`src/sv/bgc_pkg.sv`:
```
// Shared types and constants for the button gesture classifier.
`default_nettype none

package bgc_pkg;

    localparam int unsigned TIME_W = 64;
    localparam int unsigned CFG_W  = 24;
    localparam int unsigned IDX_W  = 2;

    typedef enum logic [1:0] {
        GEST_NONE   = 2'd0,
        GEST_SINGLE = 2'd1,
        GEST_DOUBLE = 2'd2,
        GEST_LONG   = 2'd3
    } t_gesture;

    typedef enum logic [IDX_W-1:0] {
        CFG_DEBOUNCE  = 2'd0,
        CFG_SHORT_MIN = 2'd1,
        CFG_LONG_MIN  = 2'd2,
        CFG_DBL_WIN   = 2'd3
    } t_cfg_idx;

    localparam logic [CFG_W-1:0] RST_DEBOUNCE  = 24'd5000;
    localparam logic [CFG_W-1:0] RST_SHORT_MIN = 24'd100000;
    localparam logic [CFG_W-1:0] RST_LONG_MIN  = 24'd1000000;
    localparam logic [CFG_W-1:0] RST_DBL_WIN   = 24'd500000;

    typedef struct packed {
        logic [CFG_W-1:0] debounce_time;
        logic [CFG_W-1:0] short_press_min;
        logic [CFG_W-1:0] long_press_min;
        logic [CFG_W-1:0] double_window;
    } t_cfg;

endpackage

`default_nettype wire

```
`src/sv/bgc_ifs.sv`:
```
// Handshake channel interfaces: sample input, gesture output, register writes.
`default_nettype none

interface bgc_sample_if;
    logic                          valid;
    logic                          ready;
    logic                          button_level;
    logic [bgc_pkg::TIME_W-1:0]    sample_time;

    modport source (output valid, output button_level, output sample_time, input ready);
    modport sink   (input valid, input button_level, input sample_time, output ready);
endinterface

interface bgc_gesture_if;
    logic               valid;
    logic               ready;
    bgc_pkg::t_gesture  gesture;

    modport source (output valid, output gesture, input ready);
    modport sink   (input valid, input gesture, output ready);
endinterface

interface bgc_cfg_if;
    logic                       valid;
    logic                       ready;
    logic [bgc_pkg::IDX_W-1:0]  index;
    logic [bgc_pkg::CFG_W-1:0]  data;

    modport source (output valid, output index, output data, input ready);
    modport sink   (input valid, input index, input data, output ready);
endinterface

`default_nettype wire

```
`src/sv/bgc_cfg_regs.sv`:
```
// Configuration register file for the four timing thresholds.
`default_nettype none

module bgc_cfg_regs (
    input  wire logic                       i_clk,
    input  wire logic                       i_rst_n,
    input  wire logic                       i_wr_en,
    input  wire logic [bgc_pkg::IDX_W-1:0]  i_wr_idx,
    input  wire logic [bgc_pkg::CFG_W-1:0]  i_wr_data,
    output bgc_pkg::t_cfg                   o_cfg
);
    import bgc_pkg::*;

    t_cfg r_cfg;

    always_ff @(posedge i_clk) begin
        if (!i_rst_n) begin
            r_cfg.debounce_time   <= RST_DEBOUNCE;
            r_cfg.short_press_min <= RST_SHORT_MIN;
            r_cfg.long_press_min  <= RST_LONG_MIN;
            r_cfg.double_window   <= RST_DBL_WIN;
        end else if (i_wr_en) begin
            unique case (t_cfg_idx'(i_wr_idx))
                CFG_DEBOUNCE:  r_cfg.debounce_time   <= i_wr_data;
                CFG_SHORT_MIN: r_cfg.short_press_min <= i_wr_data;
                CFG_LONG_MIN:  r_cfg.long_press_min  <= i_wr_data;
                CFG_DBL_WIN:   r_cfg.double_window   <= i_wr_data;
                default:       r_cfg.debounce_time   <= r_cfg.debounce_time;
            endcase
        end
    end

    assign o_cfg = r_cfg;

endmodule

`default_nettype wire

```
`src/sv/bgc_core.sv`:
```
// Debounce, press timing and tap pairing state with the per-sample classifier.
`default_nettype none

module bgc_core (
    input  wire logic                        i_clk,
    input  wire logic                        i_rst_n,
    input  wire logic                        i_adv,
    input  wire logic                        i_level,
    input  wire logic [bgc_pkg::TIME_W-1:0]  i_time,
    input  wire bgc_pkg::t_cfg               i_cfg,
    output bgc_pkg::t_gesture                o_gesture
);
    import bgc_pkg::*;

    logic              r_stable;
    logic [TIME_W-1:0] r_last_edge;
    logic [TIME_W-1:0] r_press_start;
    logic [TIME_W-1:0] r_last_rel;
    logic              r_pend;

    logic              n_stable;
    logic [TIME_W-1:0] n_last_edge;
    logic [TIME_W-1:0] n_press_start;
    logic [TIME_W-1:0] n_last_rel;
    logic              n_pend;
    t_gesture          n_gesture;

    logic [TIME_W-1:0] edge_diff;
    logic [TIME_W-1:0] hold_len;
    logic [TIME_W-1:0] rel_diff;
    logic              edge_ok;
    logic              is_long;
    logic              is_tap;
    logic              in_win;
    logic              rel_moved;

    assign edge_diff = i_time - r_last_edge;
    assign hold_len  = i_time - r_press_start;
    assign rel_diff  = i_time - r_last_rel;

    assign edge_ok = (i_level != r_stable) &&
                     (edge_diff >= {{(TIME_W-CFG_W){1'b0}}, i_cfg.debounce_time});
    assign is_long = hold_len >= {{(TIME_W-CFG_W){1'b0}}, i_cfg.long_press_min};
    assign is_tap  = hold_len >= {{(TIME_W-CFG_W){1'b0}}, i_cfg.short_press_min};
    assign in_win  = rel_diff <= {{(TIME_W-CFG_W){1'b0}}, i_cfg.double_window};

    always_comb begin
        n_stable      = r_stable;
        n_last_edge   = r_last_edge;
        n_press_start = r_press_start;
        n_last_rel    = r_last_rel;
        n_pend        = r_pend;
        n_gesture     = GEST_NONE;
        rel_moved     = 1'b0;

        if (edge_ok) begin
            n_stable    = i_level;
            n_last_edge = i_time;
            if (i_level) begin
                n_press_start = i_time;
            end else begin
                priority if (is_long) begin
                    n_gesture = GEST_LONG;
                    n_pend    = 1'b0;
                end else if (is_tap) begin
                    priority if (!r_pend) begin
                        n_pend     = 1'b1;
                        n_last_rel = i_time;
                        rel_moved  = 1'b1;
                    end else if (in_win) begin
                        n_gesture = GEST_DOUBLE;
                        n_pend    = 1'b0;
                    end else begin
                        // earlier tap reported alone, new tap opens a new window
                        n_gesture  = GEST_SINGLE;
                        n_pend     = 1'b1;
                        n_last_rel = i_time;
                        rel_moved  = 1'b1;
                    end
                end
            end
        end

        // window timeout; a window opened on this sample has zero elapsed time
        if (n_gesture == GEST_NONE && n_pend && !rel_moved && !in_win) begin
            n_gesture = GEST_SINGLE;
            n_pend    = 1'b0;
        end
    end

    always_ff @(posedge i_clk) begin
        if (!i_rst_n) begin
            r_stable      <= 1'b0;
            r_last_edge   <= '0;
            r_press_start <= '0;
            r_last_rel    <= '0;
            r_pend        <= 1'b0;
        end else if (i_adv) begin
            r_stable      <= n_stable;
            r_last_edge   <= n_last_edge;
            r_press_start <= n_press_start;
            r_last_rel    <= n_last_rel;
            r_pend        <= n_pend;
        end
    end

    assign o_gesture = n_gesture;

endmodule

`default_nettype wire

```
`src/sv/button_gesture_classifier_top.sv`:
```
// Top level: sample input register, classifier core, gesture output register.
//
//  channel     dir   payload                        word accepted when
//  i_sample    in    button_level, sample_time[63:0] valid && ready
//  o_gesture   out   gesture[1:0]                   valid && ready
//  i_cfg       in    index[1:0], data[23:0]         valid && ready (ready always high)
//
// One sample per clock sustained while the output is not stalled; each sample
// gives exactly one gesture word (GEST_NONE when nothing happened), which the
// classifier core computes from the input register into the output register.
// The classifier state updates in the cycle a sample moves from the input
// register into the output register, so consecutive samples chain correctly.
// A stalled output holds the gesture word; one further sample waits in the
// input register. Synchronous active-low reset restores thresholds and state.
`default_nettype none

module button_gesture_classifier_top (
    input  wire logic      i_clk,
    input  wire logic      i_rst_n,
    bgc_sample_if.sink     i_sample,
    bgc_gesture_if.source  o_gesture,
    bgc_cfg_if.sink        i_cfg
);
    import bgc_pkg::*;

    logic              r_in_valid;
    logic              r_level;
    logic [TIME_W-1:0] r_time;
    logic              r_out_valid;
    t_gesture          r_gesture;

    logic              adv;
    t_gesture          core_gesture;
    t_cfg              cfg;

    assign adv = r_in_valid && (!r_out_valid || o_gesture.ready);

    assign i_sample.ready = !r_in_valid || adv;
    assign i_cfg.ready    = 1'b1;

    bgc_cfg_regs u_cfg (
        .i_clk     (i_clk),
        .i_rst_n   (i_rst_n),
        .i_wr_en   (i_cfg.valid),
        .i_wr_idx  (i_cfg.index),
        .i_wr_data (i_cfg.data),
        .o_cfg     (cfg)
    );

    bgc_core u_core (
        .i_clk     (i_clk),
        .i_rst_n   (i_rst_n),
        .i_adv     (adv),
        .i_level   (r_level),
        .i_time    (r_time),
        .i_cfg     (cfg),
        .o_gesture (core_gesture)
    );

    always_ff @(posedge i_clk) begin
        if (!i_rst_n) begin
            r_in_valid <= 1'b0;
        end else if (i_sample.ready) begin
            r_in_valid <= i_sample.valid;
        end
    end

    always_ff @(posedge i_clk) begin
        if (i_sample.ready && i_sample.valid) begin
            r_level <= i_sample.button_level;
            r_time  <= i_sample.sample_time;
        end
    end

    always_ff @(posedge i_clk) begin
        if (!i_rst_n) begin
            r_out_valid <= 1'b0;
        end else if (adv) begin
            r_out_valid <= 1'b1;
        end else if (o_gesture.ready) begin
            r_out_valid <= 1'b0;
        end
    end

    always_ff @(posedge i_clk) begin
        if (adv) begin
            r_gesture <= core_gesture;
        end
    end

    assign o_gesture.valid   = r_out_valid;
    assign o_gesture.gesture = r_gesture;

endmodule

`default_nettype wire

```
`src/flat_wrapper.sv`:
```
// flat-port wrapper written by rule: the top's interface ports become plain ports
module button_gesture_classifier_top_flat import bgc_pkg::*;
  (i_clk, i_rst_n, i_sample_valid, i_sample_button_level, i_sample_sample_time, i_sample_ready, o_gesture_valid, o_gesture_gesture, o_gesture_ready, i_cfg_valid, i_cfg_index, i_cfg_data, i_cfg_ready);
  bgc_sample_if i_sample_i ();
  bgc_gesture_if o_gesture_i ();
  bgc_cfg_if i_cfg_i ();
  input  wire logic i_clk;
  input  wire logic i_rst_n;
  input wire logic [$bits(i_sample_i.valid)-1:0] i_sample_valid;
  input wire logic [$bits(i_sample_i.button_level)-1:0] i_sample_button_level;
  input wire logic [$bits(i_sample_i.sample_time)-1:0] i_sample_sample_time;
  output wire logic [$bits(i_sample_i.ready)-1:0] i_sample_ready;
  output wire logic [$bits(o_gesture_i.valid)-1:0] o_gesture_valid;
  output wire logic [$bits(o_gesture_i.gesture)-1:0] o_gesture_gesture;
  input wire logic [$bits(o_gesture_i.ready)-1:0] o_gesture_ready;
  input wire logic [$bits(i_cfg_i.valid)-1:0] i_cfg_valid;
  input wire logic [$bits(i_cfg_i.index)-1:0] i_cfg_index;
  input wire logic [$bits(i_cfg_i.data)-1:0] i_cfg_data;
  output wire logic [$bits(i_cfg_i.ready)-1:0] i_cfg_ready;
  assign i_sample_i.valid = i_sample_valid;
  assign i_sample_i.button_level = i_sample_button_level;
  assign i_sample_i.sample_time = i_sample_sample_time;
  assign i_sample_ready = i_sample_i.ready;
  assign o_gesture_valid = o_gesture_i.valid;
  assign o_gesture_gesture = o_gesture_i.gesture;
  assign o_gesture_i.ready = o_gesture_ready;
  assign i_cfg_i.valid = i_cfg_valid;
  assign i_cfg_i.index = i_cfg_index;
  assign i_cfg_i.data = i_cfg_data;
  assign i_cfg_ready = i_cfg_i.ready;
  button_gesture_classifier_top u_core (.i_clk(i_clk), .i_rst_n(i_rst_n), .i_sample(i_sample_i), .o_gesture(o_gesture_i), .i_cfg(i_cfg_i));
endmodule
```
`config.mk`:
```
export PLATFORM = sky130hd
export DESIGN_NAME = button_gesture_classifier_top_flat
export DESIGN_NICKNAME = d
export VERILOG_FILES = /design/src/sv/bgc_pkg.sv /design/src/sv/bgc_ifs.sv /design/src/sv/bgc_cfg_regs.sv /design/src/sv/bgc_core.sv /design/src/sv/button_gesture_classifier_top.sv /design/src/flat_wrapper.sv
export SDC_FILE = /design/constraint.sdc
export NUM_CORES = 1
export LEC_CHECK = 0
export BUFFER_PORTS_ARGS = -buffer_cell sky130_fd_sc_hd__buf_2
export CORE_UTILIZATION = 53
export CTS_CLUSTER_DIAMETER = 40
export CTS_CLUSTER_SIZE = 28
export DETAILED_ROUTE_END_ITERATION = 10
export MAX_ROUTING_LAYER = met4
export PLACE_DENSITY = 0.81
export SLEW_MARGIN = 15
export SYNTH_ARGS = -nofsm -noshare
export SYNTH_HDL_FRONTEND = slang
export SYNTH_SLANG_ARGS = --single-unit
```
`constraint.sdc`:
```
create_clock -name i_clk -period 11.5 [get_ports i_clk]
set_input_delay 2.3 -clock i_clk [delete_from_list [all_inputs] [get_ports i_clk]]
set_output_delay 2.3 -clock i_clk [all_outputs]
set_load 0.05 [all_outputs]
```
==> impl_results.md <==
* Result of the run: completed
* Placer's final routability congestion estimate at 1.06
* Area taken by flip-flops and latches at 7860 sq um
* Number of buffers inserted by hold repair at cts at 0
* Yosys warns at 0
* Maximum single-stage delay on the critical path at 0.65 ns
* Initial detailed-routing violation count at 2598
* Setup Fix Bufs, Post-CTS at 0
* Global-route wire length before repair at 134 mm
* Residual DRC at 0
* Peak supply drop at 117 uV
* Total of fill cells in the finished design at 4794
* Number of cells on the worst hold path at 2
* Max Freq at 134 MHz
* Share of flip-flops with an asynchronous set or reset after synthesis at 0%
* EDFF count, synth at 67
* Synth cell types at 107
* Setup Skew at 0.0219 ns
* Setup repair after global routing missed its margin: no
* Root buffer selected by CTS: clkbuf_16
* FF-to-FF path depth at 28
* Share of cells above drive strength 1 at 6.62%
* Post-synthesis cell area at 28500 sq um
* Final critical delay including setup and external delays at 7.46 ns
* Worst-margin pin slew at 1.22 ns
* IO Count at 101
* Clock latency on the worst-skew pair at 0.61 ns
* Ratio of final minimum period to clock period at 64.8%
* Number of buffers on the longest clock path at 3
* Portion of the post-synthesis area used by sequential elements at 27.6%
* PostCTS Resize Cnt at 0
* R2R setup slack at 4.04 ns
* Endpoint kind of the worst setup timing path: flop
* TritonCTS clock tree: done
* Crit-path max FO at 40
* Half-perimeter wire length of the detailed placement result at 67.3 mm
* Class of the worst hold path: reg -> reg
* Required time of the critical path at 11.94 ns
* Count of TritonRoute iterations in the first routing pass at 8
* Vias in the first global route at 24900
* Element type at the critical path start: flop
* Reg-to-reg endpoint: u_core.u_core.r_press_start[4]
* CTS Buf Count at 44
* Initial cell density of the core at 53.9%
* Worst hold path startpoint: u_core.u_cfg.o_cfg[85]
* Leakage at 12.2 nW
* Area of the die at 54600 sq um
* Die X at 234 um
* Maximum number of pins on one net before global-route repair at 111
* Global route overflow at 0
* Util after Layout at 57.9%
* MaxCap Viol Count at 0
* Die Y-Extent at 234 um
* Library cell contributing the largest single delay on the critical path: buf_4
* Initial antenna violation count at 1
* Cell count after synthesis at 3638
* Final hold viol count at 0
* Ratio of routed vias to standard cells at 6.20
* Average wire per standard cell at 19.8 um
* Count of input and output buffers at 99
* Power per cell area at 122 nW/um^2
* Overall power of the completed layout at 3.73 mW
* Net count after synthesis at 4022
* Flip-flop and latch count after synthesis at 359
* Crit path buf inv count at 3
* Family with the most delay on the worst path: simple AND/OR/NAND/NOR gates
* Average footprint of a synthesized cell at 7.82 sq um
* GR Util All Layers at 31.9%
* Relative slew margins at 18.4%
* Sum of negative setup slack at 0 ns
* Critical R2R Launch: u_core.r_time[0]
* Nets at 4020
* Number of placement rows at 84
* Remaining antenna violation count at 0
* Final setup violation count at 0
* Via count at 27000
* Type of the worst setup path: reg -> reg
* H-Tree Level Count at 2
* P&R area growth vs syn at 7.29%
* Area of the core at 52800 sq um
* Arrival time of data at the critical path endpoint at 7.90 ns
* Num Clock Sinks at 359
* Fin. max-slew vios at 0
* Total wirelength of the detailed-routed design at 86.3 mm
* Crit. Startpoint: u_core.r_time[0]
* Worst Hold End: u_core.u_cfg.o_cfg[85]
* Clock input transition at the sequential cells of the worst setup and hold paths at 0.06 ns
* Area taken by multi-input logic gates at 18500 sq um
* Most common flop cell mapped by yosys: dfxtp_1
-- flip-flops by register name (all words and copies together), names as in the netlist, 2 cells and up --
| name | flops |
|---|---|
| u_core.u_core.r_last_edge | 64 |
| u_core.u_core.r_press_start | 64 |
| u_core.r_time | 64 |
| u_core.o_gesture.gesture | 2 |
| u_core.u_cfg.o_cfg | 96 |
| u_core.u_core.r_last_rel | 64 |
-- worst reg2reg max path, delay by kind of cell (launching register included) --
family / cells / cell delay, ns
and+or+nand+nor: 13 / 2.72
AOI/OAI and AO/OA: 7 / 1.93
buffers and inverters: 3 / 0.88
adders and majority gates: 3 / 0.86
DFF: 1 / 0.43
muxes: 1 / 0.32
xor gates and xnor gates: 1 / 0.16
-- placed cells by master (no fill, tap or decap), drive strengths merged, types with 50 or more instances in the layout --
cell / n
a21o: 60
a21oi: 367
buf: 112
dfxtp: 292
edfxtp: 67
ha: 285
inv: 346
mux2i: 204
nand2: 419
nand3: 60
nand4: 97
nor2: 377
nor3: 58
o211ai: 50
o21ai: 166
xnor2: 68
xor2: 60
-- cell usage after synthesis (all sizes together) (7+ instances only) --
| master | number | share of area [%] |
|---|---|---|
| or3 | 17 | 0.40 |
| nor4 | 32 | 0.76 |
| nand2 | 419 | 5.5 |
| dfxtp | 292 | 21 |
| o21ai | 166 | 2.9 |
| o22ai | 14 | 0.31 |
| xnor2 | 68 | 2.1 |
| a31oi | 34 | 0.77 |
| o2111a | 7 | 0.29 |
| a21boi | 13 | 0.34 |
| nand3 | 60 | 1.1 |
| o2111ai | 14 | 0.43 |
| and2 | 19 | 0.42 |
| nor3 | 58 | 1.0 |
| or4 | 11 | 0.30 |
| edfxtp | 67 | 7.1 |
| o31ai | 13 | 0.34 |
| a211o | 10 | 0.31 |
| a21oi | 367 | 6.5 |
| o21bai | 32 | 0.84 |
| buf | 41 | 1.4 |
| xor2 | 60 | 1.8 |
| or2 | 10 | 0.22 |
| a21o | 60 | 1.6 |
| nand4 | 97 | 2.2 |
| nor2b | 29 | 0.64 |
| a22oi | 11 | 0.29 |
| nand2b | 22 | 0.48 |
| and4 | 8 | 0.25 |
| a41oi | 8 | 0.25 |
| inv | 332 | 4.4 |
| a211oi | 34 | 0.91 |
| o21a | 38 | 1.0 |
| nor2 | 377 | 5.0 |
| ha | 285 | 13 |
| a2111oi | 9 | 0.30 |
| a221oi | 8 | 0.27 |
| mux2i | 204 | 7.2 |
| and3 | 22 | 0.48 |
| o211ai | 50 | 1.3 |
| clkbuf | 116 | 1.7 |
-- report_power, final --
part	internal, mW	switching (mW)
Clock	0.764	0.640
Sequential	1.33	0.0556
Combinational	0.348	0.591
-- worst max-delay path by stage --
stage / end / slack, ns / cells after the start
after floorplan: u_core.u_core.r_last_rel[17] / 6.08 / 27
after global placement: u_core.u_core.r_press_start[3] / 4.25 / 28
after detailed placement: u_core.u_core.r_last_edge[30] / 4.12 / 28
after CTS: u_core.u_core.r_last_edge[30] / 4.11 / 28
after global routing: u_core.u_core.r_last_edge[15] / 3.58 / 28
final: u_core.u_core.r_press_start[4] / 4.04 / 28
-- layout make-up --
class / count / area share [%]
diodes: 1 / 0.00820
clock buffers: 48 / 3.66
clock inverters: 33 / 1.23
inverters: 334 / 4.18
multi-input cells: 2785 / 60.4
flip-flops and latches: 359 / 25.7
well taps: 688 / 2.82
repair buffers: 112 / 1.94
-- through the flow --
| step | hold slack (ns) | cells | setup WS [ns] | cell area, sq um |
|---|---|---|---|---|
| CTS | 0.455 | 4359 | 4.11 | 30500 |
| floorplan | 0.436 | 3638 | 6.08 | 28500 |
| global route | 0.471 | 4360 | 3.58 | 30500 |
| detailed placement | 0.446 | 4278 | 4.12 | 29000 |
| global placement | 0.442 | 4278 | 4.25 | 29000 |
| finish | 0.453 | 4360 | 4.04 | 30500 |
-- logic make-up after synthesis --
group / after synthesis / share of synthesized area (%)
other cells: 1 / 0.0132
mux: 208 / 7.33
compound gates: 952 / 21.2
buf+inv: 494 / 7.64
fa+ha+maj: 288 / 12.7
flops: 359 / 27.6
xor+xnor: 128 / 3.94
simple gates: 1208 / 19.5
-- per-layer routing --
metal | share of wire (%) | wire, um | track usage [%] | vias to the layer above
li1 | - | - | - | 13000
met1 | 44 | 37600 | 42.0 | 12600
met2 | 44 | 37600 | 48.4 | 1167
met3 | 8.7 | 7530 | 5.19 | 240
met4 | 4.2 | 3590 | 12.8 | 0
met5 | 0 | 0 | - | -
(Power assumes the default switching activity.)
